==> src/design/sgs_fifo.sv <==
// small register fifo used for the job queue and the result queue
`timescale 1ns / 1ps
`default_nettype none

module sgs_fifo #(
    parameter int W     = 8,
    parameter int DEPTH = 2
) (
    input  wire logic                         clk,
    input  wire logic                         rst_n,
    input  wire logic                         wr,
    input  wire logic [W-1:0]                 wdata,
    output logic                              full,
    input  wire logic                         rd,
    output logic [W-1:0]                      rdata,
    output logic                              valid,
    output logic [$clog2(DEPTH + 1)-1:0]      count
);

    localparam int PTR_W = (DEPTH > 1) ? $clog2(DEPTH) : 1;
    localparam int CW    = $clog2(DEPTH + 1);

    logic [W-1:0]     mem_reg [DEPTH];
    logic [PTR_W-1:0] wr_ptr_reg, wr_ptr_next;
    logic [PTR_W-1:0] rd_ptr_reg, rd_ptr_next;
    logic [CW-1:0]    count_reg, count_next;
    logic             do_wr, do_rd;

    assign full  = (count_reg == CW'(DEPTH));
    assign valid = (count_reg != '0);
    assign count = count_reg;
    assign rdata = mem_reg[rd_ptr_reg];
    assign do_wr = wr && !full;
    assign do_rd = rd && valid;

    always_comb
    begin
        wr_ptr_next = wr_ptr_reg;
        rd_ptr_next = rd_ptr_reg;
        count_next  = count_reg;
        if (do_wr)
        begin
            wr_ptr_next = (wr_ptr_reg == PTR_W'(DEPTH - 1)) ? '0 : wr_ptr_reg + 1'b1;
        end
        if (do_rd)
        begin
            rd_ptr_next = (rd_ptr_reg == PTR_W'(DEPTH - 1)) ? '0 : rd_ptr_reg + 1'b1;
        end
        if (do_wr && !do_rd)
        begin
            count_next = count_reg + 1'b1;
        end
        else if (do_rd && !do_wr)
        begin
            count_next = count_reg - 1'b1;
        end
    end

    always_ff @(posedge clk or negedge rst_n)
    begin
        if (!rst_n)
        begin
            wr_ptr_reg <= '0;
            rd_ptr_reg <= '0;
            count_reg  <= '0;
        end
        else
        begin
            wr_ptr_reg <= wr_ptr_next;
            rd_ptr_reg <= rd_ptr_next;
            count_reg  <= count_next;
        end
    end

    always_ff @(posedge clk)
    begin
        if (do_wr)
        begin
            mem_reg[wr_ptr_reg] <= wdata;
        end
    end

endmodule

`default_nettype wire

==> config.mk <==
export PLATFORM = sky130hd
export DESIGN_NAME = sgs_fifo
export DESIGN_NICKNAME = d
export VERILOG_FILES = /design/src/design/sgs_fifo.sv
export SDC_FILE = /design/constraint.sdc
export NUM_CORES = 1
export LEC_CHECK = 0
export BUFFER_PORTS_ARGS = -buffer_cell sky130_fd_sc_hd__buf_2
export CORE_MARGIN = 2
export CORE_UTILIZATION = 38
export DETAILED_ROUTE_END_ITERATION = 8
export SKIP_CTS_REPAIR_TIMING = 1
export SYNTH_ARGS = -nofsm -noshare
export SYNTH_HDL_FRONTEND = slang
export SYNTH_SLANG_ARGS = --single-unit
==> constraint.sdc <==
create_clock -name clk -period 1.95 [get_ports clk]
set_input_delay 0.2925 -clock clk [delete_from_list [all_inputs] [get_ports clk]]
set_output_delay 0.2925 -clock clk [all_outputs]
set_load 0.05 [all_outputs]
-- Word-level counts from Yosys, hierarchy flattened
Memories as Yosys holds them, arrays and structs flattened.
Cells that the tools add are included.
- flip-flop bits (word level): 4
- memory bits (writable): 16
- input bits: 12
- output and inout bits: 12
- memories: 1
- memories (name ; words ; bits a word ; read ports ; clocked after Yosys merged registers in ; write ports ; RTL line ; source):
    mem_reg ; 2 ; 8 ; 1 ; 0 ; 1 ; 23 ; logic [W-1:0] mem_reg [DEPTH];
- $add $sub $neg: 4
- eq/ne operators: 1
- muxes and demuxes: 6
- reductions and logical operators: 9
- operator list (operator ; count):
    $logic_and 1x1->1 ; 4
    $mux 1 ; 4
    $mux 2 ; 2
    $reduce_bool 2->1 ; 2
    $logic_not 1->1 ; 3
    $add 1x1->1 const B ; 2
    $add 2x1->2 const B ; 1
    $eq 2x2->1 const B ; 1
    $sub 2x1->2 const B ; 1

-- Logic depth before layout (Yosys ltp)
Gate-level depths: netlist (run 1).
- word-level depth: 7
- gate-level depth with buffers: 7
- gate-level depth less buffers: 7

-- Least setup slack after synthesis (run 1)
No wires, ideal clock.
- kind: flip-flop to flip-flop
- start point: register count_reg[0], in the netlist count[0]
- end point: register count_reg[1], in the netlist count[1]
- setup time: 82 ps
- arrival time: 1658 ps
- data required time: 1868 ps
- path slack: 210 ps
- stages on the path, launching flop included: 7
- path buffers: 0
- clock period less this slack: 1740 ps
- path through: dfrtp_1 or2_4 nand2_4 ha_1 xor2_1 nor2_1 xor2_1
- elaborated cells between the ends (all ways): 14
- those cells by class: add/sub: 2; eq/ne: 1; mux: 2; reduce/logical: 9
- RTL lines (element ; RTL line ; source):
    start: declaration ; 26 ; logic [CW-1:0] count_reg, count_next;
    start signal: assignment ; 71 ; count_reg <= count_next;
    $reduce_bool 2->1 * ; 30 ; assign valid = (count_reg != '0);
    net valid ; 16 ; output logic valid,
    $logic_and 1x1->1 * ; 34 ; assign do_rd = rd && valid;
    $logic_not 1->1 ; 49 ; if (do_wr && !do_rd)
    $logic_and 1x1->1 ; 49 ;
    $mux 2 or $reduce_bool 2->1 (tied branches) ; - ;
The timed path passes the listed nets; every way through them passes the cells marked *. The select of a mux whose other input is x is not followed.
A chain may end at the register's enable or synchronous reset.

-- Worst setup path after layout (run 1)
- start point: register rd_ptr_reg
- end point: output port rdata[1]
- word-level cells in the longest chain between the ends: 1
- ends and longest elaborated chain (element ; RTL line ; source):
    start: declaration ; 25 ; logic [PTR_W-1:0] rd_ptr_reg, rd_ptr_next;
    start signal: assignment ; 70 ; rd_ptr_reg <= rd_ptr_next;
    $mem_v2 2x8 ; - ;
    end: declaration ; 15 ; output logic [W-1:0] rdata,
No other way between the ends.

==> results.toml, run 1 <==
[final_layout]
multi_input_area_um2 = 193
layout.nets = 86
seq_area_um2 = 581
design_area_um2 = 973
synthToLayoutAreaGrowth_pct = 23.9
largest_register_ffs = 16
final_core_util_pct = 49.6
drive_gt1_share_pct = 41.7
num-fill-cells = 196
antennaDiodeCount = 0

[clock_network]
htree_num_levels = 1
cts_sinks = 20
clock_latency_ns = 0.29
ctsRootBufferMaster = "clkbuf_4"
cts_tree = "yes"
path_clk_slew_ns = 0.10
cts_max_path_buffers = 2
numCtsBuffers = 3

[grt]
gr-total-overflow = 0
antenna_found_initial = 0
grt_max_degree = 12
grt_pass1_wl_mm = 1.82
grt_pass1_vias = 418
track_usage_pct = 10.9

[setup_path]
crit_path_start = "rd_ptr_reg$_DFFE_PN0P_"
path_cells = "mux2_1 -> buf_2"
worstReg2RegEnd = "count[1]$_DFFE_PN0P_"
path_max_fanout = 9
critPathBufInv = 1
path_delay_family = "flip-flops"
r2r_start = "count[0]$_DFFE_PN0P_"
critPathCaptureType = "output pin"
cpMaxStageDelayCell = "dfrtp_1"
rrSetupSlack_ns = 0.52
worstSetupPathType = "reg -> out"
cp.arrival_ns = 1.47
critPathRequiredTime_ns = 1.66
startpoint_type = "register"
max_stage_delay_ns = 0.60
rr_worst_depth = 7

[sta]
finalCriticalPeriod_ns = 1.76
period_share_pct = 90.1
worst_slew_pin_slew_ns = 0.400
finalMaxSlewViolations = 0
tns_ns = 0
hold_violations = 0
rsz0062_at_grt = "no"
slew_headroom_pct = 73.3
setup_violations = 0
fmax_mhz = 569
skew_ns = 0.00457

[drt]
wl_per_cell_um = 11.3
viasPerCell = 4.42
routed_wirelength_mm = 1.12
drt_iter0_drc = 1
first_pass_iters = 4
drc = 0
vias = 438
ant_nets = 0

[logic_synthesis]
yosysSeqAreaShare_pct = 73.9
synth_ff_type = "edfxtp_1"
synthArstFlopShare_pct = 20.0
synth.distinct_cells = 14
synth_top_area_cell = "edfxtp_1"
yosys_register_bits = 20
ys_top_cells_by_area = "edfxtp_1 (61%), dfrtp_1 (13%), mux2_1 (11%), xnor2_1 (3.3%), xor2_1 (2.2%)"
synthCells = 44
syn-num-nets = 57
yosysWarningCount = 0
synth_edf_count = 16
synth_top_area_share_pct = 61.1
synthesis.area_um2 = 786
syn_area_per_cell_um2 = 17.9
yosys-top-cells-count = "edfxtp_1 (16), mux2_1 (8), dfrtp_1 (4), xnor2_1 (3)"
yosysMostFrequentCell = "edfxtp_1"

[floorplan]
initial_core_util_pct = 40.1
die-area_um2 = 2450
dieHeight_um = 49.5
pin_count = 24
coreArea_um2 = 1960
rows = 16
fp.dieW_um = 49.5

[placement]
postPlaceCellArea_um2 = 937
port_buffers = 23
gp_congestion = 0.639

[run_status]
status = "finished clean"

[hold_path]
min_path_type = "in -> reg"
worstHoldPathCells = 1
min_to = "mem_reg[0][7]$_DFFE_PP_"
min_from = "wdata[7]"

[run]
drv_cap = 0
logic make-up (layout without fill, tap and decap cells):
group | Yosys count | count (layout) | synth area share (%)
XOR/XNOR | 5 | 5 | 5.57
adder cells (fa/ha/maj) | 1 | 1 | 1.59
buffers and inverters | 3 | 31 | 1.59
flip-flops | 20 | 20 | 73.9
multiplexers | 8 | 8 | 11.5
AND/OR/NAND/NOR | 7 | 7 | 5.89
final cells by class:
type,instances,share of cell area (%)
Sequential cell,20,59.6
Multi-Input combinational cell,21,19.8
Timing Repair Buffer,25,13.6
Tap cell,27,3.47
Clock buffer,4,2.70
Inverter,2,0.771
metrics by stage:
step	worst slack (ns)	instances	hold WS (ns)
floorplan	0.210	44	-0.00309
global placement	0.505	94	0.105
detailed placement	0.496	94	0.107
CTS	0.155	98	-0.223
global route	0.0956	99	0.164
finish	0.192	99	0.182
routing by layer:
metal  track usage [%]  vias up  part of all wire [%]
met5                 0        -                     0
met4              9.72        0                   3.4
met3              2.73        4                   6.2
met2              17.1       16                    48
met1              12.1      207                    42
li1                  -      211                     -
worst register-to-register path, cell delays in order (launching register included):
cell and delay (ns):
dfrtp_1 0.44, nand2b_1 0.20, nand2_2 0.10, inv_1 0.04, ha_1 0.18, xor2_1 0.14, nor2_1 0.12, xor2_1 0.14
worst max-delay path by stage:
stage / to / slack (ns) / cells after the start
global placement: rdata[4] / 0.51 / 2
global route: rdata[3] / 0.1 / 2
floorplan: count[1]$_DFFE_PN0P_ / 0.21 / 6
finish: rdata[1] / 0.19 / 2
CTS: rdata[2] / 0.15 / 2
detailed placement: rdata[2] / 0.50 / 2
placed cells by master, fill, tap and decap left out, drive strengths merged:
cell and count:
and3 1, buf 24, clkbuf 4, dfrtp 4, dlygate4sd3 1, edfxtp 16
ha 1, inv 2, mux2 8, nand2 2, nand2b 1, nor2 2
or2 1, xnor2 3, xor2 2
Power of run 1 is not shown: default switching activity piles up to over one toggle a cycle in this logic, so the estimate is an artifact.
==> run 2: changes to the inputs <==
==> constraint.sdc (replaced) <==
create_clock -name clk -period 1.95 [get_ports clk]
set_input_delay 0.2925 -clock clk [delete_from_list [all_inputs] [get_ports clk]]
set_output_delay 0.2925 -clock clk [all_outputs]
set_load 0.02 [all_outputs]
==> results.toml, run 2 (synthesis results as in run 1) <==
[run_status]
status = "finished clean"

[drt]
route.met3.wl_um = 57
met1_length_um = 514
drt_iter0_drc = 7
met2_length_um = 529
vias = 419
first_pass_iters = 4
highest_layer = "met4"
wl_per_cell_um = 11.2
ant_nets = 0
viasPerCell = 4.23
drc = 0
routed_wirelength_mm = 1.11

[floorplan]
initial_core_util_pct = 40.1
pin_count = 24
fp.dieW_um = 49.5
dieHeight_um = 49.5
coreArea_um2 = 1960
rows = 16
die-area_um2 = 2450

[sta]
fmax_mhz = 586
tns_ns = 0
skew_ns = 0.00220
finalCriticalPeriod_ns = 1.71
layout_setup_ws_ns = 0.243
rsz0062_at_grt = "no"
setup_violations = 0
hold_violations = 0
period_share_pct = 87.5
worst_slew_pin_slew_ns = 0.397
slew_headroom_pct = 73.5
finalMaxSlewViolations = 0

[hold_path]
worstHoldPathCells = 1
min_to = "mem_reg[1][1]$_DFFE_PP_"
min_from = "wdata[1]"
min_path_type = "in -> reg"

[setup_path]
critPathRequiredTime_ns = 1.66
critPathBufInv = 1
max_stage_delay_ns = 0.60
cpMaxStageDelayCell = "dfrtp_1"
worstSetupPathType = "reg -> out"
critPathCaptureType = "output pin"
rr_worst_depth = 6
worstReg2RegEnd = "count[1]$_DFFE_PN0P_"
path_cells = "mux2_1 -> buf_2"
r2r_start = "count[0]$_DFFE_PN0P_"
startpoint_type = "register"
path_delay_family = "flip-flops"
cp.arrival_ns = 1.41
rrSetupSlack_ns = 0.48
path_max_fanout = 9

[final_layout]
largest_register_ffs = 16
layout.nets = 86
drive_gt1_share_pct = 41.7
antennaDiodeCount = 0
final_common_cell = "buf_2"
design_area_um2 = 973
synthToLayoutAreaGrowth_pct = 23.9
fin_cells = 99
final_cell_mix = "buf_2 (23), edfxtp_1 (16), mux2_1 (8), dfrtp_1 (4)"

[grt]
gr-total-overflow = 0
track_usage_pct = 10.2
antenna_found_initial = 0
grt_max_degree = 12
grt_pass1_vias = 415
grt_pass1_wl_mm = 1.81

[placement]
pre_cts_ws_ns = 0.514
port_buffers = 23
hpwl_um = 828
postPlaceCellArea_um2 = 937
gp_congestion = 0.649
dp.cells = 94

[clock_network]
numCtsBuffers = 3
htree_num_levels = 1
cts_sinks = 20
cts_tree = "yes"
clock_latency_ns = 0.28
cts_max_path_buffers = 2
path_clk_slew_ns = 0.10
ctsRootBufferMaster = "clkbuf_4"

[power]
pwr_density_cell_nw_per_um2 = 1480
power_mw = 1.44
leakagePower_nw = 0.406
ir_drop_v = 0.000967

[run]
drv_cap = 0
run 2: changes by cell type in the layout (fill, tap and decap cells not counted), sizes merged:
cell / delta
clkbuf: -1
clkinv: +1
run 2: through the flow:
stage          hold slack, ns  util, %
6_report                0.194     49.6
5_1_grt                 0.172     49.6
4_1_cts                -0.205     49.1
3_5_place_dp            0.109     47.8
3_3_place_gp            0.105     47.8
2_1_floorplan        -0.00309        -
run 2: area by class of cell:
cell class | instances | area, um^2
Fill cell | 203 | 988
Sequential cell | 20 | 581
Multi-Input combinational cell | 21 | 193
Timing Repair Buffer | 25 | 133
Tap cell | 27 | 33.8
Clock buffer | 3 | 22.5
Inverter | 2 | 7.51
Clock inverter | 1 | 3.75
run 2: layer usage:
layer	global-route usage [%]	vias to the layer above
met1	12.5	191
met2	17.1	14
met5	0	-
li1	-	212
met4	4.17	0
met3	2.73	2
run 2: worst reg2reg max path: cells and delay by family (launching register included):
kind	cells	cell delay [ns]
and+or+nand+nor	3	0.44
adders and majority gates	1	0.30
buffers and inverters	1	0.05
DFF	1	0.44
xor gates and xnor gates	1	0.17
run 2: power breakdown:
part	switching, mW	internal [mW]
clock	0.107	0.0741
combinational	0.327	0.244
sequential	0.0884	0.596
run 2: how the worst max path moves through the flow:
stage                                 startpoint                 endpoint  slack [ns]  cells past startpoint
after detailed placement    count[0]$_DFFE_PN0P_     count[1]$_DFFE_PN0P_        0.51                      6
after CTS                 rd_ptr_reg$_DFFE_PN0P_                 rdata[3]        0.22                      2
after global routing      rd_ptr_reg$_DFFE_PN0P_                 rdata[3]        0.16                      2
final                     rd_ptr_reg$_DFFE_PN0P_                 rdata[3]        0.24                      2
after floorplan             count[0]$_DFFE_PN0P_  mem_reg[0][0]$_DFFE_PP_        0.44                      3
after global placement    rd_ptr_reg$_DFFE_PN0P_                 rdata[4]        0.56                      2
(Power assumes the default switching activity.)
==> run 3: changes to the inputs <==
--- a/config.mk
+++ b/config.mk
@@ -5,10 +5,10 @@
 export SDC_FILE = /design/constraint.sdc
 export NUM_CORES = 1
 export LEC_CHECK = 0
-export BUFFER_PORTS_ARGS = -buffer_cell sky130_fd_sc_hd__buf_2
 export CORE_MARGIN = 2
 export CORE_UTILIZATION = 38
 export DETAILED_ROUTE_END_ITERATION = 8
+export DONT_BUFFER_PORTS = 1
 export SKIP_CTS_REPAIR_TIMING = 1
 export SYNTH_ARGS = -nofsm -noshare
 export SYNTH_HDL_FRONTEND = slang
==> results.toml, run 3 (synthesis results as in run 1) <==
[run_status]
status = "finished clean"

[grt]
grt_max_degree = 12
antenna_found_initial = 0
grt_pass1_vias = 388
grt_pass1_wl_mm = 1.75
gr-total-overflow = 0
track_usage_pct = 10.0

[placement]
port_buffers = 0
gp_congestion = 0.598
pre_cts_ws_ns = 0.354
postPlaceCellArea_um2 = 822
hpwl_um = 816

[sta]
rsz0062_at_grt = "no"
fmax_mhz = 610
finalCriticalPeriod_ns = 1.64
finalMaxSlewViolations = 0
setup_violations = 0
hold_violations = 0
slew_headroom_pct = 73.3
worst_slew_pin_slew_ns = 0.401
layout_setup_ws_ns = 0.311
tns_ns = 0
period_share_pct = 84.0
skew_ns = 0.000925

[drt]
first_pass_iters = 2
viasPerCell = 4.58
drc = 0
wl_per_cell_um = 14.7
drt_iter0_drc = 3
vias = 348
ant_nets = 0
routed_wirelength_mm = 1.12

[setup_path]
max_stage_delay_ns = 0.60
path_max_fanout = 9
critPathCaptureType = "output pin"
startpoint_type = "register"
worstSetupPathType = "reg -> out"
cp.arrival_ns = 1.35
critPathRequiredTime_ns = 1.66
path_delay_family = "flip-flops"
path_cells = "mux2_1"
critPathBufInv = 0
cpMaxStageDelayCell = "dfrtp_1"

[clock_network]
path_clk_slew_ns = 0.10
ctsRootBufferMaster = "clkbuf_4"
clock_latency_ns = 0.28
cts_tree = "yes"
cts_max_path_buffers = 2
cts_sinks = 20
numCtsBuffers = 3
htree_num_levels = 1

[final_layout]
final_common_cell = "edfxtp_1"
synthToLayoutAreaGrowth_pct = 9.24
antennaDiodeCount = 0
final_cell_mix = "edfxtp_1 (16), mux2_1 (8), dfrtp_1 (4), xnor2_1 (3), clkbuf_4 (3)"
drive_gt1_share_pct = 14.3
num-fill-cells = 195
layout.nets = 63
design_area_um2 = 858
largest_register_ffs = 16

[power]
p_comb_share_pct = 33.1
power.switching_mw = 0.508
clkPwrFrac_pct = 13.6
power_frac_seq_pct = 53.2
pwr_density_cell_nw_per_um2 = 1560
leakagePower_nw = 0.315
netSwitchingFraction_pct = 37.9
p_int_mw = 0.834
power_mw = 1.34
ir_drop_v = 0.000814

[floorplan]
die-area_um2 = 2450
pin_count = 24
dieHeight_um = 49.5
coreArea_um2 = 1960
fp.dieW_um = 49.5
initial_core_util_pct = 40.1
rows = 16

[hold_path]
min_path_type = "in -> reg"

[run]
drv_cap = 0
## run 3: cell types whose count changed in the layout (fill, tap and decap cells not counted)
cell	previous run	this run
buf_2	23	0
## run 3: per-stage QoR
stage / std cells / utilization (%) / hold WS (ns)
after floorplan: 44 / - / -0.00309
after global placement: 71 / 41.9 / -0.00298
after detailed placement: 71 / 41.9 / -0.00297
after CTS: 75 / 43.2 / -0.327
after global routing: 76 / 43.8 / 0.0708
final: 76 / 43.8 / 0.0971
## run 3: power by group through the flow
stage                     registers [mW]  clock network [mW]  logic (mW)
after floorplan                    0.676                   0       0.417
after global placement             0.718                   0       0.427
after detailed placement           0.731                   0       0.445
after CTS                          0.721               0.193       0.450
after global routing               0.736               0.206       0.478
final                              0.715               0.183       0.445
## run 3: metal layers
layer  vias up  global-route usage [%]  wire length, um
met5         -                       0                0
met4         0                    5.56                0
met3         0                    5.76              101
met2        14                    17.8              633
met1       166                    8.69              384
li1        168                       -                -
## run 3: final timing paths
kind	from	end	slack (ns)	depth (start not counted)
setup / recovery	rd_ptr_reg$_DFFE_PN0P_	rdata[7]	0.31	1
hold / removal	wdata[2]	mem_reg[1][2]$_DFFE_PP_	0.1	0
setup reg to reg	count[0]$_DFFE_PN0P_	count[1]$_DFFE_PN0P_	0.34	7
hold reg to reg	wr_ptr_reg$_DFFE_PN0N_	wr_ptr_reg$_DFFE_PN0N_	0.51	1
max in group asynchronous	rst_n	count[1]$_DFFE_PN0P_	1.52	1
min in group asynchronous	rst_n	rd_ptr_reg$_DFFE_PN0P_	0.26	1
## run 3: final cells by class
cell class / count / area (um^2) / share of cell area [%]
flip-flops and latches: 20 / 581 / 67.6
multi-input cells: 21 / 193 / 22.4
well taps: 27 / 33.8 / 3.94
clock buffers: 3 / 22.5 / 2.62
repair buffers: 2 / 17.5 / 2.04
inverters: 2 / 7.51 / 0.875
clock inverters: 1 / 3.75 / 0.437
