==> src/design/sgs_pkg.sv <==
// shared types, constants and reset values of the savitzky-golay smoother
`timescale 1ns / 1ps
`default_nettype none

package sgs_pkg;

    localparam int POS_W     = 32;
    localparam int INT_W     = 24;
    localparam int COEF_W    = 18;
    localparam int FRAC_W    = 16;
    localparam int NCOEF     = 7;
    localparam int CFG_IDX_W = 3;
    localparam int CNT_W     = 4;
    localparam int COUNT_MAX = 15;

    localparam int LEFT_SPAN_DEF  = 3;
    localparam int RIGHT_SPAN_DEF = 3;
    localparam int RIGHT_SPAN_MAX = 6;
    localparam int IDX_W          = $clog2(RIGHT_SPAN_MAX + 1);

    localparam int JQ_DEPTH = 2;
    localparam int OQ_DEPTH = 4;

    localparam logic signed [COEF_W-1:0] COEF_RESET [NCOEF] = '{
        -18'sd6242, 18'sd9362, 18'sd18725, 18'sd21845, 18'sd18725, 18'sd9362, -18'sd6242
    };

    typedef struct packed {
        logic [POS_W-1:0] position;
        logic [INT_W-1:0] intensity;
        logic             last_in;
    } in_t;

    typedef struct packed {
        logic [POS_W-1:0] out_position;
        logic [INT_W-1:0] out_intensity;
        logic             last_out;
    } out_t;

    typedef struct packed {
        logic                 we;
        logic [CFG_IDX_W-1:0] index;
        logic [COEF_W-1:0]    data;
    } cfg_wr_t;

    // smooth: weighted sum, flush: run from start to the newest pending sample
    typedef struct packed {
        logic             smooth;
        logic             flush;
        logic [IDX_W-1:0] start;
    } job_ctl_t;

endpackage

`default_nettype wire

==> src/design/sgs_front.sv <==
// front end: takes requests, shifts the sample windows and classifies each request into a job
`timescale 1ns / 1ps
`default_nettype none

module sgs_front #(
    parameter int LEFT_SPAN  = sgs_pkg::LEFT_SPAN_DEF,
    parameter int RIGHT_SPAN = sgs_pkg::RIGHT_SPAN_DEF
) (
    input  wire logic                                          clk,
    input  wire logic                                          rst_n,
    input  wire logic                                          push,
    output logic                                               full,
    input  wire sgs_pkg::in_t                                  sample,
    input  wire logic                                          jq_full,
    output logic                                               jq_push,
    output sgs_pkg::job_ctl_t                                  jq_ctl,
    output logic [LEFT_SPAN+RIGHT_SPAN:0][sgs_pkg::INT_W-1:0]  jq_win,
    output logic [RIGHT_SPAN:0][sgs_pkg::POS_W-1:0]            jq_pos
);

    localparam int TAPS  = LEFT_SPAN + RIGHT_SPAN + 1;
    localparam int PEND  = RIGHT_SPAN + 1;
    localparam int CNT_W = sgs_pkg::CNT_W;

    logic [TAPS-1:0][sgs_pkg::INT_W-1:0] win_reg, win_next;
    logic [PEND-1:0][sgs_pkg::POS_W-1:0] pos_reg, pos_next;
    logic [CNT_W-1:0]                    count_reg, count_next;
    logic [CNT_W-1:0]                    seen, k;
    logic                                accept;

    assign full   = jq_full;
    assign accept = push && !full;

    always_comb
    begin
        for (int i = 0; i < TAPS - 1; i++)
        begin
            win_next[i] = win_reg[i + 1];
        end
        win_next[TAPS-1] = sample.intensity;
        for (int i = 0; i < PEND - 1; i++)
        begin
            pos_next[i] = pos_reg[i + 1];
        end
        pos_next[PEND-1] = sample.position;
    end

    assign jq_win = win_next;
    assign jq_pos = pos_next;

    always_comb
    begin
        seen = (count_reg == CNT_W'(sgs_pkg::COUNT_MAX)) ? count_reg : count_reg + 1'b1;
        k    = (seen < CNT_W'(PEND)) ? seen : CNT_W'(PEND);
        count_next    = count_reg;
        jq_push       = 1'b0;
        jq_ctl.smooth = 1'b0;
        jq_ctl.flush  = 1'b0;
        jq_ctl.start  = '0;
        if (sample.last_in)
        begin
            // the final request flushes every pending sample unsmoothed
            count_next   = '0;
            jq_push      = accept;
            jq_ctl.flush = 1'b1;
            jq_ctl.start = sgs_pkg::IDX_W'(CNT_W'(PEND) - k);
        end
        else
        begin
            count_next    = seen;
            jq_push       = accept && (count_reg >= CNT_W'(RIGHT_SPAN));
            jq_ctl.smooth = (count_reg >= CNT_W'(LEFT_SPAN + RIGHT_SPAN));
        end
    end

    always_ff @(posedge clk or negedge rst_n)
    begin
        if (!rst_n)
        begin
            count_reg <= '0;
        end
        else if (accept)
        begin
            count_reg <= count_next;
        end
    end

    always_ff @(posedge clk)
    begin
        if (accept)
        begin
            win_reg <= win_next;
            pos_reg <= pos_next;
        end
    end

endmodule

`default_nettype wire

==> config.mk <==
export PLATFORM = sky130hd
export DESIGN_NAME = sgs_front
export DESIGN_NICKNAME = d
export VERILOG_FILES = /design/src/design/sgs_pkg.sv /design/src/design/sgs_front.sv
export SDC_FILE = /design/constraint.sdc
export NUM_CORES = 1
export LEC_CHECK = 0
export BUFFER_PORTS_ARGS = -buffer_cell sky130_fd_sc_hd__buf_2
export CAP_MARGIN = 20
export CORE_AREA = 2 2 140 142
export CTS_BUF_LIST = sky130_fd_sc_hd__clkbuf_16
export CTS_CLUSTER_DIAMETER = 150
export DETAILED_ROUTE_END_ITERATION = 7
export DIE_AREA = 0 0 142 144
export GPL_ROUTABILITY_DRIVEN = 0
export PLACE_DENSITY_LB_ADDON = 0.12
export SLEW_MARGIN = 20
export SYNTH_ARGS = -nofsm -noshare
export SYNTH_HDL_FRONTEND = slang
export SYNTH_SLANG_ARGS = --single-unit
==> constraint.sdc <==
create_clock -name clk -period 2.36 [get_ports clk]
set_input_delay 0.236 -clock clk [delete_from_list [all_inputs] [get_ports clk]]
set_output_delay 0.236 -clock clk [all_outputs]
set_load 0.03 [all_outputs]
After elaboration in Yosys (flattened, before gate mapping)
Cells that the tools add are included.
Widths: inputs -> output; s select.
{"block": "totals", "reg_bits": 244, "input_bits": 61, "out_inout_bits": 303, "elab_cells": 25}
{"block": "classes", "n_addsub": 2, "n_lt_le_gt_ge": 3, "eq_ne": 1, "n_mux": 6, "n_reduce_logical": 3}
{"cell": "$mux 4", "n": 3}
{"cell": "$add 4x1->4 const B", "n": 1}
{"cell": "$eq 4x4->1 const B", "n": 1}
{"cell": "$ge 4x2->1 const B", "n": 1}
{"cell": "$ge 4x3->1 const B", "n": 1}
{"cell": "$lt 4x3->1 const B", "n": 1}
{"cell": "$mux 3", "n": 1}
{"cell": "$sub 3x3->3 const A", "n": 1}
{"cell": "$logic_and 1x1->1", "n": 2}
{"cell": "$mux 1", "n": 2}
{"cell": "$logic_not 1->1", "n": 1}

Longest topological paths before layout
Gate-level depths: netlist (run 1).
{"block": "depth", "ltp_word": 6, "mapped_depth": 9, "mapped_depth_nobuf": 8}

Worst setup path before layout (run 1)
Ideal clock, no wire load.
{"block": "synth_timing", "kind": "input port to flip-flop", "startpoint": "input port jq_full", "endpoint": "register count_reg[3]", "setup_time_ps": 158, "arrival_time_ps": 5694, "required_ps": 2202, "setup_slack_ps": -3493, "cell_stages": 4, "n_path_buf": 0, "path_cell_list": "nand2b_1 inv_1 a31oi_1 a21oi_1"}
{"block": "synth_via", "elab_chain_len": 2}
{"item": "from (decl)", "line": "sgs_front.sv:14", "source": "input wire logic jq_full,"}
{"item": "$logic_not 1->1", "line": "sgs_front.sv:32", "source": "assign accept = push && !full;"}
{"item": "$logic_and 1x1->1", "line": "sgs_front.sv:32"}
{"item": "named net accept", "line": "sgs_front.sv:29", "source": "logic accept;"}
{"item": "to (signal assigned)", "line": "sgs_front.sv:84", "source": "count_reg <= count_next;"}
{"item": "to (decl)", "line": "sgs_front.sv:27", "source": "logic [CNT_W-1:0] count_reg, count_next;"}
The timed path passes the listed nets, and every way through them passes these cells.
A chain may end at the register's enable or synchronous reset.

==> out/qor.yml, run 1 <==
cpPeakStageDelay_ns: 0.48
dp_hpwl_um: 12200
synth_top_family_by_area: "buffers and inverters"
synth_most_common_cell: "edfxtp_1"
coreArea_sq_um: 19100
largest_reg_flops: 144
die_area_sq_um: 20400
row_count: 51
worstSkewPairLatency_ns: 0.51
async_flop_share_pct: 1.64
syn_avg_cell_area_sq_um: 23.2
antenna_found_initial: 0
area_delta_synth_final_pct: 40.9
via_count: 4555
place_ws_ns: -0.0248
max_freq_mhz: 366
place_area_sq_um: 9850
worstHoldPathType: "in2async"
grt_usage_pct: 15.6
cts_inserted_buffers: 26
die_w_um: 142
peakVddDrop_uv: 668
start_kind: "flip-flop"
clkTransAtPathRegs_ns: 0.06
crit_chain: "buf_6 > inv_4 > ha_4 > nor2_1 > o21ai_1 > ha_2 > inv_2 > or4b_4 > o311ai_2 > buf_4"
remaining_drc_errors: 0
p_leak_nw: 4.62
synth.yosys.seq_area_share_pct: 91.0
worstPathMaxFanout: 4
layout-drive-gt1-share_pct: 55.7
whs_ns: 0.0583
tightestPinTransition_ns: 0.471
multiInputGateArea_sq_um: 303
synth_compound_area_share_pct: 1.20
crit_family: "simple AND/OR/NAND/NOR gates"
crit_arrival_ns: 2.50
cp.required_ns: 2.12
grt-ovfl-total: 0
die_h_um: 144
finalWirelength_um: 17400
initial_utilization_pct: 42.1
synth.top_cells.by_count: "edfxtp_1, buf_4, inv_1, nor2_1"
cts_htree_levels: 1
outcome: "finished with violations"
max_cap_viol_count: 0
slew_headroom_pct: 68.6
n_antenna_cell: 0
final_util_pct: 59.3
syn_inst: 346
maxSlewViolCount: 0
yosys-mux-area-fraction_pct: 0
yosys.area_share.simple_pct: 1.32
drtIter0Drc: 243
ant_nets: 0
ios: 364
syn_area_sq_um: 8030
rsz0062_at_grt: "true"
power_density_nw_per_um2: 881
grt_max_degree: 75
fin_worst_skew_ns: 0.00775
first_global_vias: 4487
violations: "setup timing"
seq_area_sq_um: 7310
port_buffers: 363
cp-end-kind: "output pin"
drtPass1Iterations: 4
yosysTopAreaCell: "edfxtp_1"
hold_viol_final: 0
final_area_sq_um: 11300
wl_per_cell_um: 17.3
worstSetupPathType: "reg2out"
cp_slowest_cell: "or4b_4"
cts-root-buf: "clkbuf_16"
finalCriticalPeriod_ns: 2.73
setup_viol: 1
synth_ff_type: "edfxtp_1"
grt_pass1_wl_um: 24500
finalCritPeriodShare_pct: 116
synth.net_count: 410
viasPerCell: 4.53
ys_top_cells_by_area: "edfxtp_1, buf_4, dfrtp_1, ha_1, a21oi_1"
clock_sinks: 244
path_buf_inv: 4
ys_types: 27
synth_edf_count: 240
synth-seq-cells: 244
clockBufferDepth: 3
synth_xor_area_share_pct: 0.109
num-nets-final: 814
synth_top_area_share_pct: 89.8
timing.final.ws_setup_ns: -0.375
synth_warnings: 0
nFillCells: 1452
synth-adder-area-share_pct: 0.468
cts_tree: "done"
placed cells by master, fill, tap and decap left out, drive strengths merged, types with 2 or more instances in the layout:
cell type and count:
clkinvlp 2, nand2 2, bufinv 2, a21oi 4, dfrtp 4, o21ai 3, and2 2, buf 379
ha 3, edfxtp 240, nor2 5, clkinv 9, o31ai 2, clkbuf 27, a31oi 3, inv 11
nand3 2, dlygate4sd3 57
where the power goes:
| part | total (W) | switching, W | internal, W |
|---|---|---|---|
| registers | 0.00505 | 0.0000831 | 0.00497 |
| logic | 0.00112 | 0.000761 | 0.000363 |
| clock network | 0.00380 | 0.00153 | 0.00227 |
area by class of cell:
cell class,count,area share (%)
Inverter,5,0.221
Clock inverter,19,1.18
Clock buffer,27,5.97
Timing Repair Buffer,436,22.7
Multi-Input combinational cell,37,2.68
Tap cell,238,2.63
Sequential cell,244,64.6
metrics by stage:
step                      total power, W  std cells  setup TNS, ns
final                            0.00997       1006         -0.375
after global routing              0.0103       1006         -0.521
after CTS                         0.0101       1006         -0.362
after detailed placement         0.00613        899        -0.0248
after global placement           0.00610        899              0
after floorplan                  0.00585        346        -492.94
metal layers:
metal  up-vias  GRT usage, %  share of wire, %
met5         -             0                 0
met2       225          28.1                53
li1       2093             -                 -
met4         0          4.63               2.1
met1      2208          17.5                36
met3        29          5.43               9.1
kinds of logic after synthesis:
logic type,count (synthesis)
adder cells (fa/ha/maj),3
XOR/XNOR,1
AO/OA/AOI/OAI,15
AND/OR/NAND/NOR,18
flip-flops,244
buffers and inverters,65
path summary, 6_finish.rpt:
path                           endpoint  slack (ns)  cells after the start          from
setup / recovery              jq_ctl[2]       -0.37                     10  count_reg[0]
hold / removal             count_reg[2]        0.06                      2         rst_n
setup reg to reg           count_reg[0]        1.03                      3  count_reg[0]
hold reg to reg              jq_win[40]        0.44                      0    jq_win[64]
max in group asynchronous  count_reg[0]        2.18                      2         rst_n
min in group clk           count_reg[1]        0.12                      3          push
repair_timing:
action / 4_1_cts / 5_1_grt
pin swaps: 3 / 2
hold endpoints to repair: 60 / 0
buffers inserted: 4 / 0
endpoints found under the setup margin: 2 / 2
resized for setup: 13 / 4
hold buffers: 57 / 0
Power figures use the tool's default switching activity.
==> run 2: changes to the inputs <==
--- a/config.mk
+++ b/config.mk
@@ -5,13 +5,13 @@
 export SDC_FILE = /design/constraint.sdc
 export NUM_CORES = 1
 export LEC_CHECK = 0
-export BUFFER_PORTS_ARGS = -buffer_cell sky130_fd_sc_hd__buf_2
 export CAP_MARGIN = 20
-export CORE_AREA = 2 2 140 142
+export CORE_AREA = 2 2 142 144
 export CTS_BUF_LIST = sky130_fd_sc_hd__clkbuf_16
 export CTS_CLUSTER_DIAMETER = 150
 export DETAILED_ROUTE_END_ITERATION = 7
-export DIE_AREA = 0 0 142 144
+export DIE_AREA = 0 0 144 146
+export DONT_BUFFER_PORTS = 1
 export GPL_ROUTABILITY_DRIVEN = 0
 export PLACE_DENSITY_LB_ADDON = 0.12
 export SLEW_MARGIN = 20
==> run 2 against run 1 <==
Net effect:
- the flow still finishes with violations (setup timing)
- critical path depth down 3
- final area down 17%
- core utilization down 10 points
- register-to-register slack worse by 0.06 ns
- clock power down 5%
- setup slack better by 0.12 ns
- sequential power up 7.3%
==> out/qor.yml, run 2 (synthesized netlist as in run 1, its figures left out) <==
num-nets-final: 446  # -45%
power_density_nw_per_um2: 998  # +13%
start_kind: "flip-flop"
cts_inserted_buffers: 25  # -3.8%
p_clk_share_pct: 38.4  # +0.3 points
timing.final.ws_setup_ns: -0.252  # +0.123 ns
worstSkewPairLatency_ns: 0.51  # about the same
die_w_um: 144  # +1.4%
seqPwrFrac_pct: 57.5  # +6.9 points
cts-root-buf: "clkbuf_16"
max_freq_mhz: 383  # +4.7%
cp-end-kind: "output pin"
p_int_w: 0.00727  # -4.2%
peakVddDrop_uv: 521  # -22%
via_count: 3256  # -29%
cp.required_ns: 2.12  # about the same
wl_per_cell_um: 22.6  # +31%
grt-ovfl-total: 0  # unchanged
ant_nets: 0  # unchanged
p_sw_share_pct: 22.9  # -0.97 points
grt_max_degree: 117  # +56%
p_leak_nw: 3.14  # -32%
clkTransAtPathRegs_ns: 0.06  # about the same
final_area_sq_um: 9450  # -17%
dp_hpwl_um: 9740  # -20%
antenna_found_initial: 0  # unchanged
violations: "setup timing"
hold_viol_final: 0  # unchanged
finalCritPeriodShare_pct: 111  # -5.2 points
setup_viol: 1  # unchanged
tightestPinTransition_ns: 0.645  # +0.174 ns
die_h_um: 146  # +1.4%
ios: 364  # unchanged
area_delta_synth_final_pct: 17.6
maxSlewViolCount: 0  # unchanged
row_count: 51  # unchanged
final_cell_mix: "edfxtp_1, dlygate4sd3_1, clkbuf_16"
max_cap_viol_count: 0  # unchanged
combPwrFrac_pct: 4.1  # -7.2 points
n_antenna_cell: 0  # unchanged
cts_htree_levels: 1  # unchanged
first_global_vias: 3250  # -28%
worstHoldPathType: "in2reg"
p_sw_w: 0.00216  # -9.3%
outcome: "finished with violations"
finalCriticalPeriod_ns: 2.61  # -0.123 ns
place_area_sq_um: 8000  # -19%
final_common_cell: "edfxtp_1"
port_buffers: 0  # -100%
finalWirelength_um: 15000  # -14%
worstPathMaxFanout: 7  # +3
fin_worst_skew_ns: 0.00631  # -0.00144 ns
rsz0062_at_grt: "true"
final_util_pct: 48.9  # -10 points
grt_pass1_wl_um: 20700  # -16%
worstSetupPathType: "reg2out"
nFillCells: 1577  # +8.6%
initial_utilization_pct: 41.5  # -0.56 points
slew_headroom_pct: 57.2  # -11 points
viasPerCell: 4.91  # +8.5%
clock_sinks: 244  # unchanged
layout-drive-gt1-share_pct: 15.1  # -41 points
drtIter0Drc: 211  # -13%
crit_arrival_ns: 2.38  # -0.12 ns
die_area_sq_um: 21000  # +2.8%
clockBufferDepth: 3  # unchanged
grt_usage_pct: 13.2  # -2.4 points
coreArea_sq_um: 19300  # +1.3%
cts_tree: "done"
power.total_w: 0.00943  # -5.4%
largest_reg_flops: 144  # unchanged
remaining_drc_errors: 0  # unchanged
drtPass1Iterations: 4  # unchanged
==> run 2: cell types whose count changed in the layout (fill, tap and decap cells not counted), moves of 2 or more <==
cell / previous run / this run
buf_4: 11 / 7
buf_2: 361 / 0
clkinv_2: 5 / 3
clkinv_1: 4 / 6
dlygate4sd3_1: 57 / 59
buf_6: 3 / 1
buf_12: 4 / 2
clkbuf_16: 27 / 25
==> run 2: power by group through the flow <==
stage               combinational (W)  sequential [W]  clock [W]
floorplan                    0.000366         0.00548          0
global placement             0.000226         0.00551          0
detailed placement           0.000240         0.00551          0
CTS                          0.000368         0.00543    0.00373
global route                 0.000415         0.00544    0.00390
finish                       0.000390         0.00542    0.00362
==> run 2: through the flow <==
stage	std cells	TNS [ns]	hold slack [ns]	worst slack, ns
after floorplan	346	-492.94	-0.0596	-2.03
after global placement	557	0	-0.0594	0.139
after detailed placement	557	0	-0.0594	0.0138
after CTS	662	-0.272	0.00754	-0.270
after global routing	663	-0.322	0.0656	-0.322
final	663	-0.252	0.0586	-0.252
==> run 2: routing by layer <==
metal	track usage [%]	wire length (um)	vias up
met4	5.25	574	0
met1	13.2	4800	1604
met5	0	0	-
met2	23.3	7720	267
met3	6.25	1900	38
li1	-	-	1347
==> run 2: final timing paths <==
kind	cells past startpoint	endpoint	startpoint	slack [ns]
min in group asynchronous	2	count_reg[3]	rst_n	0.55
worst min-delay path	3	count_reg[2]	sample[0]	0.06
worst min register to register	1	count_reg[0]	count_reg[0]	0.66
worst max register to register	4	count_reg[1]	count_reg[0]	0.97
worst max-delay path	7	jq_ctl[2]	count_reg[0]	-0.25
max in group asynchronous	2	count_reg[0]	rst_n	1.64
==> run 2: area by class of cell <==
| class | instances | area, sq um | area share (%) |
|---|---|---|---|
| flip-flops and latches | 244 | 7310 | 77.4 |
| repair buffers | 69 | 694 | 7.35 |
| clock buffers | 25 | 626 | 6.62 |
| multi-input cells | 37 | 334 | 3.54 |
| well taps | 265 | 332 | 3.51 |
| clock inverters | 18 | 129 | 1.36 |
| inverters | 5 | 22.5 | 0.238 |
==> run 2: critical path, cell delays in order (launching register included) <==
cell and delay (ns):
dfrtp_2 0.45, ha_4 0.21, xnor2_2 0.15, nand3_1 0.12, ha_2 0.21, inv_2 0.05, or4b_4 0.52, o311ai_4 0.16
==> run 2: what timing repair did <==
item,CTS,global route
endpoints found under the setup margin,3,3
gates resized for setup,14,5
hold buffers,59,0
buffers inserted,3,1
pin swaps,5,3
hold endpoints to repair,61,0
==> run 3: changes to the inputs <==
--- a/config.mk
+++ b/config.mk
@@ -13,7 +13,7 @@
 export DIE_AREA = 0 0 144 146
 export DONT_BUFFER_PORTS = 1
 export GPL_ROUTABILITY_DRIVEN = 0
-export PLACE_DENSITY_LB_ADDON = 0.12
+export PLACE_DENSITY = 0.58
 export SLEW_MARGIN = 20
 export SYNTH_ARGS = -nofsm -noshare
 export SYNTH_HDL_FRONTEND = slang
==> run 3 against run 2 <==
Net effect:
- the flow still finishes with violations (setup timing)
- final area grew 1.9%
- first-iteration DRC count shrank 5.7%
- cell count rose by 0.60%
- critical path depth is 1 higher
- maximum frequency is 1.5% lower
- die area is the same
- sequential power hardly changed
- via count is 0.95% higher
- routed wire length rose by 3.5%
- global-route usage grew 0.48 points
- power increased by 5.6%
- largest cell class unchanged
==> out/qor.yml, run 3 (synthesized netlist as in run 1, its figures left out) <==
grt_usage_pct: 13.6  # +0.48 points
grt-ovfl-total: 0  # unchanged
largest_reg_flops: 144  # unchanged
die_w_um: 144  # unchanged
cts_inserted_buffers: 25  # unchanged
port_buffers: 0  # unchanged
start_kind: "flip-flop"
n_antenna_cell: 0  # unchanged
antenna_found_initial: 1  # +1
die_area_sq_um: 21000  # unchanged
timing.final.ws_setup_ns: -0.290  # -0.0386 ns
finalCritPeriodShare_pct: 112  # +1.6 points
clkTransAtPathRegs_ns: 0.06  # about the same
place_ws_ns: -0.146  # -0.160 ns
grt_pass1_wl_um: 21400  # +3.5%
p_sw_share_pct: 22.2  # -0.71 points
final_util_pct: 49.8  # +0.91 points
cp-end-kind: "output pin"
fin_worst_skew_ns: 0.00769  # +0.00138 ns
cts-root-buf: "clkbuf_16"
final_common_cell: "edfxtp_1"
cp.required_ns: 2.12  # about the same
p_sw_w: 0.00221  # +2.4%
layout-drive-gt1-share_pct: 17.7  # +2.6 points
cts_htree_levels: 1  # unchanged
p_clk_share_pct: 41.1  # +2.7 points
worstSetupPathType: "reg2out"
seqPwrFrac_pct: 54.5  # -3.0 points
rsz0062_at_grt: "true"
cpMostUsedCell: "ha_4"
remaining_drc_errors: 0  # unchanged
peakVddDrop_uv: 624  # +20%
whs_ns: 0.0414  # -0.0172 ns
fin_setup_tns_ns: -0.290  # -0.0386 ns
cts_tree: "done"
combPwrFrac_pct: 4.5  # +0.4 points
cp_slowest_cell: "or4b_4"
coreArea_sq_um: 19300  # unchanged
slew_headroom_pct: 41.6  # -16 points
violations: "setup timing"
clock_sinks: 244  # unchanged
worstHoldPathType: "in2reg"
wl_per_cell_um: 23.3  # +2.8%
crit_chain: "ha_4 > nand2_4 > nor2_4 > o21ai_4 > ha_4 > inv_2 > or4b_4 > o311ai_4"
tightestPinTransition_ns: 0.872  # +0.227 ns
worstSkewPairLatency_ns: 0.50  # about the same
maxSlewViolCount: 0  # unchanged
power_density_nw_per_um2: 1040  # +3.7%
area_delta_synth_final_pct: 19.8
max_freq_mhz: 377  # -1.5%
p_leak_nw: 3.19  # +1.8%
drtPass1Iterations: 4  # unchanged
max_cap_viol_count: 0  # unchanged
row_count: 51  # unchanged
path_buf_inv: 1  # unchanged
first_global_vias: 3381  # +4.0%
setup_viol: 1  # unchanged
hold_viol_final: 0  # unchanged
via_count: 3287  # +0.95%
power.total_w: 0.00996  # +5.6%
clockBufferDepth: 3  # unchanged
p_int_w: 0.00775  # +6.6%
r2r_slack_ns: 0.83  # -0.14 ns
grt_max_degree: 102  # -13%
num-nets-final: 448  # +0.45%
die_h_um: 146  # unchanged
drtIter0Drc: 199  # -5.7%
viasPerCell: 4.93  # +0.35%
initial_utilization_pct: 41.5  # unchanged
final_cell_mix: "edfxtp_1, dlygate4sd3_1, clkbuf_16"
crit_arrival_ns: 2.41  # +0.03 ns
ant_nets: 0  # unchanged
finalCriticalPeriod_ns: 2.65  # +0.0386 ns
outcome: "finished with violations"
dp_hpwl_um: 9970  # +2.3%
ios: 364  # unchanged
finalWirelength_um: 15500  # +3.5%
nFillCells: 1555  # -1.4%
crit_family: "simple AND/OR/NAND/NOR gates"
worstPathMaxFanout: 5  # -2
cpPeakStageDelay_ns: 0.54  # +0.02 ns
[run 3: what timing repair did]
item                                    4_1_cts  5_1_grt
pin swaps                                     5        4
hold buffers                                 59        0
endpoints found under the setup margin        3        2
buffers inserted                              8        1
resized for setup                            15       10
endpoints found under the hold margin        61        0
[run 3: cell type report]
class                   instances  area, sq um  share of cell area (%)
inverters                       5         22.5                   0.234
multi-input cells              37          363                    3.77
flip-flops and latches        244         7310                    76.0
clock buffers                  25          626                    6.50
clock inverters                20          246                    2.56
repair buffers                 71          722                    7.50
well taps                     265          332                    3.45
[run 3: final timing paths]
check | start | to | cells past startpoint
min in group asynchronous | rst_n | count_reg[3] | 2
max | count_reg[1] | jq_ctl[2] | 8
max reg2reg | count_reg[1] | count_reg[0] | 5
min reg2reg | count_reg[1] | count_reg[1] | 1
min | sample[0] | count_reg[3] | 3
max in group asynchronous | rst_n | count_reg[0] | 2
[run 3: tightest hold or removal path, cell delays in order]
cell and delay (ns):
inv_1 0.08, o31ai_1 0.10, a21oi_1 0.08
[run 3: routing by layer]
layer | track usage [%] | up-vias | part of all wire (%)
li1 | - | 1354 | -
met5 | 0 | - | 0
met2 | 25.4 | 267 | 54
met1 | 13.3 | 1627 | 31
met4 | 4.56 | 0 | 2.6
met3 | 5.86 | 39 | 12
[run 3: power by group through the flow]
| stage | clock network (W) | logic (W) | registers (W) |
|---|---|---|---|
| 3_3_place_gp | 0 | 0.000209 | 0.00551 |
| 5_1_grt | 0.00437 | 0.000469 | 0.00545 |
| 2_1_floorplan | 0 | 0.000366 | 0.00548 |
| 6_report | 0.00409 | 0.000444 | 0.00543 |
| 4_1_cts | 0.00420 | 0.000371 | 0.00543 |
| 3_5_place_dp | 0 | 0.000233 | 0.00552 |
[run 3: metrics by stage]
stage	std cells	cell area [sq um]
finish	667	9620
CTS	666	9570
detailed placement	554	7990
floorplan	346	8050
global route	667	9620
global placement	554	7990
